**config.mk**
```make
export PLATFORM = sky130hd
export DESIGN_NAME = gwm_cell
export DESIGN_NICKNAME = d
export VERILOG_FILES = /design/src/rtl/core/gwm_pkg.sv /design/src/rtl/core/gwm_cell.sv
export SDC_FILE = /design/constraint.sdc
export NUM_CORES = 1
export LEC_CHECK = 0
export BUFFER_PORTS_ARGS = -buffer_cell sky130_fd_sc_hd__buf_4
export CAP_MARGIN = 20
export CORE_MARGIN = 8
export CORE_UTILIZATION = 33
export DETAILED_ROUTE_END_ITERATION = 16
export PLACE_DENSITY_LB_ADDON = 0.05
export SYNTH_ARGS = -nofsm -noshare
export SYNTH_HDL_FRONTEND = slang
export SYNTH_SLANG_ARGS = --single-unit
```
**constraint.sdc**
```tcl
create_clock -name clk -period 1.12 [get_ports clk]
set_input_delay 0 -clock clk [delete_from_list [all_inputs] [get_ports clk]]
set_output_delay 0 -clock clk [all_outputs]
set_load 0.05 [all_outputs]
```
**src/rtl/core/gwm_pkg.sv**
```systemverilog
`timescale 1ns / 1ps

package gwm_pkg;

  localparam int PATTERN_MAX_DEF = 256;

  localparam logic [7:0] STAR_CHAR = 8'h2a;
  localparam logic [7:0] ANY_CHAR  = 8'h3f;
  localparam logic [7:0] UPPER_A   = 8'h41;
  localparam logic [7:0] UPPER_Z   = 8'h5a;
  localparam logic [7:0] CASE_GAP  = 8'h20;

  typedef enum logic [1:0] {
    KIND_CLEAR  = 2'd0,
    KIND_APPEND = 2'd1,
    KIND_TEXT   = 2'd2,
    KIND_END    = 2'd3
  } kind_t;

  typedef struct packed {
    kind_t      kind;
    logic [7:0] character;
  } req_t;

  typedef struct packed {
    logic matched;
    logic pattern_overflow;
  } rsp_t;

  // one stored pattern position, byte already lower-cased
  typedef struct packed {
    logic       valid;
    logic       star;
    logic       any;
    logic [7:0] ch;
  } ent_t;

  // handed from a cell to its right-hand neighbour
  typedef struct packed {
    logic adv;
    logic raw_star;
    logic valid_n;
    logic start_star;
  } lnk_t;

  // broadcast to every cell
  typedef struct packed {
    logic       clear;
    logic       shift;
    logic       rearm;
    logic       text;
    logic [7:0] tc;
  } ctl_t;

  function automatic logic [7:0] fold_case(input logic [7:0] c);
    logic [7:0] r;
    r = c;
    if (c >= UPPER_A && c <= UPPER_Z) begin
      r = c + CASE_GAP;
    end
    return r;
  endfunction

endpackage

```
**src/rtl/core/gwm_cell.sv**
```systemverilog
`timescale 1ns / 1ps

module gwm_cell (
  input  logic          clk,
  input  logic          rst,
  input  gwm_pkg::ctl_t ctl,
  input  gwm_pkg::ent_t ent_in,
  output gwm_pkg::ent_t ent,
  input  gwm_pkg::lnk_t lnk_in,
  output gwm_pkg::lnk_t lnk
);
  import gwm_pkg::*;

  logic active;
  logic active_next;
  ent_t ent_next;
  logic hit;
  logic raw;
  logic start_n;

  always_comb begin
    ent_next = ent;
    if (ctl.clear) begin
      ent_next.valid = 1'b0;
    end else if (ctl.shift) begin
      ent_next = ent_in;
    end
  end

  always_comb begin
    hit     = active & ent.valid & ~ent.star & (ent.any | (ent.ch == ctl.tc));
    raw     = lnk_in.adv | (active & ent.valid & ent.star);
    start_n = ent_next.valid & ~lnk_in.valid_n;

    lnk.adv        = hit;
    lnk.raw_star   = raw & ent.valid & ent.star;
    lnk.valid_n    = ent_next.valid;
    lnk.start_star = start_n & ent_next.star;

    active_next = active;
    if (ctl.rearm) begin
      active_next = start_n | lnk_in.start_star;
    end else if (ctl.text) begin
      active_next = raw | lnk_in.raw_star;
    end
  end

  always_ff @(posedge clk) begin
    ent.star <= ent_next.star;
    ent.any  <= ent_next.any;
    ent.ch   <= ent_next.ch;
    if (rst) begin
      active    <= 1'b0;
      ent.valid <= 1'b0;
    end else begin
      active    <= active_next;
      ent.valid <= ent_next.valid;
    end
  end

endmodule

```
==> results.txt <==
Synthesis handed over a netlist of 42 instances. Global routing used 10.7% of the available met1 tracks. The number of enable-type register cells in the synthesized netlist was 9.

The sequential fraction of the synthesis area was 60.4%. The run gives 3 as the total CTS buffers. In this run the count of I/O pins placed on the die edge is 44. The post-route minimum period works out to 1590 ps.

STA classifies the critical path startpoint as a flop. The final net count was 134; the number of setup violations in the final report was 2. The final antenna diode count was 0.

The final hold slack is -28.2 ps, and the area of all placed cells without fillers is 0.00113 mm2. In the final layout, flip-flops and latches occupy 338 um2. The worst path setup slack after routing came out at -469 ps. The worst setup slack before clock tree synthesis was -185 ps.

Most repeated cell in the gate-level netlist after synthesis: sky130_fd_sc_hd__edfxtp_1. The run gives 0 as the warning count from the yosys run. The critical path goes through xor2_1 -> nor4_1 -> a21oi_1 -> nor3_2 -> buf_6. The logs give 901 um2 for the total placed instance area and 12 for the TritonCTS sink count. For the standard cell core area, the log shows 0.00152 mm2. Setup repair after global routing could not meet its margin everywhere. Power spread over the standard cell area amounts to 1100 mW/mm2.

The critical path data required time was 1120 ps. For the worst-skew pair, the clock arrives at the later sink with an insertion delay of 260 ps. For this block, the initial DRC count from the detailed router was 2. The slew at the pin with the worst max-slew slack is 237 ps, and the length of the first detailed-routing pass in iterations is 2. In the global route stage, overall resource usage came out at 10.8%.

When the netlist entered floorplanning its net count stood at 71. STA classifies the critical path endpoint as an output port. Total vias in the final route: 550. The kind of cell adding the most delay to the critical path is simple AND/OR/NAND/NOR gates. The clock edge transition at the registers on the reported setup and hold paths came out at 70 ps. In the post-synthesis netlist, the biggest area contributors are sky130_fd_sc_hd__edfxtp_1, sky130_fd_sc_hd__xor2_1, sky130_fd_sc_hd__dfxtp_1. The achievable frequency is 0.629 GHz, and the number of global-route vias before repair is 625. The final weighted congestion of routability-driven global placement is 0.652, and the pin count of the biggest net entering global routing is 10.

Relative to the synthesized area, the layout overhead comes to 108%. For the count of endpoints failing hold in the final timing report, the log shows 1. Worst path buffer plus inverter count: 1. The synthesized design contains 12 register bits.

The tools report the remaining routing DRC violations as 0. IR analysis of the VDD net gives a maximum drop of 761 uV. Hold repair after CTS inserted 12 buffers. In this run the static leakage power is 0.502 nW. After synthesis, the share of flip-flops with an asynchronous set or reset is 0%.

The run gives 0 as the max-cap check violation count. The relative slew slack is 84.1%. TritonCTS built the clock tree. In this design, the stage delay of the slowest critical-path cell is 420 ps. Number of antenna violations at the first check in global routing: 0. The floorplan step set the die width to 56.7 um. Of all nets on the critical path, the largest fanout is 2. By count the netlist is led by sky130_fd_sc_hd__edfxtp_1, sky130_fd_sc_hd__xor2_1, sky130_fd_sc_hd__nor2_1.

The logs give 35.9% for the effective utilization at floorplan and 106 for the number of fill cells. The layer flagged by global routing as most heavily used is met2. The vias per cell was 4.58. In the global route stage, met2 resource usage came out at 18.3%.

Of the cells placed in the final design, the portion with a size suffix greater than 1 is 60.6%. Classification of the worst setup path: flop to output port. The share of synthesized area in the top cell type comes to 49.4%.

The run gives 1 as the H-tree depth reported by CTS. The largest total area in the synthesized netlist belongs to sky130_fd_sc_hd__edfxtp_1. The checks that failed: negative hold slack, negative setup slack. After detailed routing, the total wire length is 1.69 mm. Fraction of the cycle the final worst path needs: 142%. The flow ran to the end, but the final reports show violations. The multi-input combinational cells in the finished layout cover a total of 234 um2. The floorplan step set the die height to 56.7 um.

Averaged over all synthesized cells, the footprint is 13.0 um2. The critical path data arrival time was 1590 ps. The run gives 0 as the total count of max-transition violations in the final report. HPWL after detailed placement: 1.32 mm. The root buffer selected by CTS is sky130_fd_sc_hd__clkbuf_4. Input and output buffers added on the ports amount to 43.

The logs give 0.00322 mm2 for the area enclosed by the die boundary and 547 um2 for the cell area after technology mapping. The most used flip-flop cell after synthesis was sky130_fd_sc_hd__edfxtp_1. In this run the worst hold path is classified as primary input to flop. The standard cell with the maximum stage delay on the critical path is sky130_fd_sc_hd__edfxtp_1. In this run the core area contains 14 standard-cell rows. Maximum clock insertion buffer count: 2. The first global-routing pass estimated 2.77 mm of wire.

For this run, global-route usage on met3 was measured as 5.62%. The routed wirelength normalized by instance count is 14.1 um. The total grt overflow came out at 0.

The netlist uses 16 different library cells. For the maximum clock skew at final layout, the log shows 4.15 ps. For the remaining antenna violation count, the log shows 0.
==> path summary, 6_finish.rpt <==
kind	from	to	slack, ps	depth (start not counted)
worst min-delay path	ent_in[9]	ent[9]$_DFF_P_	-30	2
worst min register to register	ent[9]$_DFF_P_	ent[9]$_DFF_P_	550	1
worst max register to register	ent[10]$_SDFF_PP0_	active$_SDFFE_PP0P_	50	5
worst max-delay path	ent[1]$_DFFE_PP_	lnk[3]	-470	5
==> cells by family after synthesis <==
logic type | Yosys count | synth area share (%)
simple gates | 14 | 14.4
buf+inv | 2 | 2.75
flops | 12 | 60.4
xor+xnor | 8 | 12.8
compound gates | 4 | 5.03
mux | 2 | 4.58
==> layout by cell type (no fill, tap or decap), types with 2 or more instances in the layout <==
cell                            netlist  layout
sky130_fd_sc_hd__dlygate4sd3_1        0      12
sky130_fd_sc_hd__buf_6                0       5
sky130_fd_sc_hd__xor2_1               8       8
sky130_fd_sc_hd__nand2_1              3       2
sky130_fd_sc_hd__nor4_1               2       2
sky130_fd_sc_hd__dfxtp_4              0       2
sky130_fd_sc_hd__nor2_1               4       2
sky130_fd_sc_hd__edfxtp_1             9       9
sky130_fd_sc_hd__buf_4                2      42
sky130_fd_sc_hd__clkbuf_4             0       3
sky130_fd_sc_hd__a211oi_1             2       2
==> per-layer routing <==
| metal | vias up | share of wire (%) |
|---|---|---|
| met5 | - | 0 |
| met1 | 243 | 38 |
| met2 | 30 | 51 |
| met3 | 2 | 11 |
| met4 | 0 | 0.53 |
| li1 | 275 | - |
==> where the power goes <==
group	internal (mW)	leakage (nW)	total (mW)	switching (mW)
logic	0.183	0.371	0.378	0.195
registers	0.513	0.111	0.539	0.0257
clock network	0.197	0.0210	0.331	0.134
==> sequential cells by signal, indices dropped and copies added (netlist names) <==
signal and count:
ent 11, active 1
==> worst reg2reg max path, stage by stage (launching register included) <==
cell                       delay, ps
sky130_fd_sc_hd__dfxtp_4         360
sky130_fd_sc_hd__buf_6           120
sky130_fd_sc_hd__nand2_2          70
sky130_fd_sc_hd__nand2_1          60
sky130_fd_sc_hd__a211oi_1        250
sky130_fd_sc_hd__a211oi_1         90
==> through the flow <==
step	std cells	utilization (%)	total power [mW]	TNS, ps
final	120	74.5	1.25	-574
after global routing	120	74.5	1.31	-736
after CTS	119	71.3	1.24	-551
after detailed placement	101	59.1	0.870	-185
after global placement	101	59.1	0.866	-165
after floorplan	42	-	0.720	-395
==> area by class of cell <==
| cell class | count | share of cell area [%] |
|---|---|---|
| Multi-Input combinational cell | 28 | 20.6 |
| Tap cell | 16 | 1.76 |
| Timing Repair Buffer | 60 | 44.7 |
| Sequential cell | 12 | 29.8 |
| Clock buffer | 4 | 3.20 |
==> timing repair <==
| item | CTS | global route |
|---|---|---|
| cloned | 0 | 0 |
| setup buffers | 2 | 1 |
| setup endpoints to repair | 3 | 5 |
| hold endpoints to repair | 12 | 1 |
| pin swaps | 1 | 2 |
| resized for setup | 4 | 10 |
Note: power is estimated with default switching activity, not from simulation.
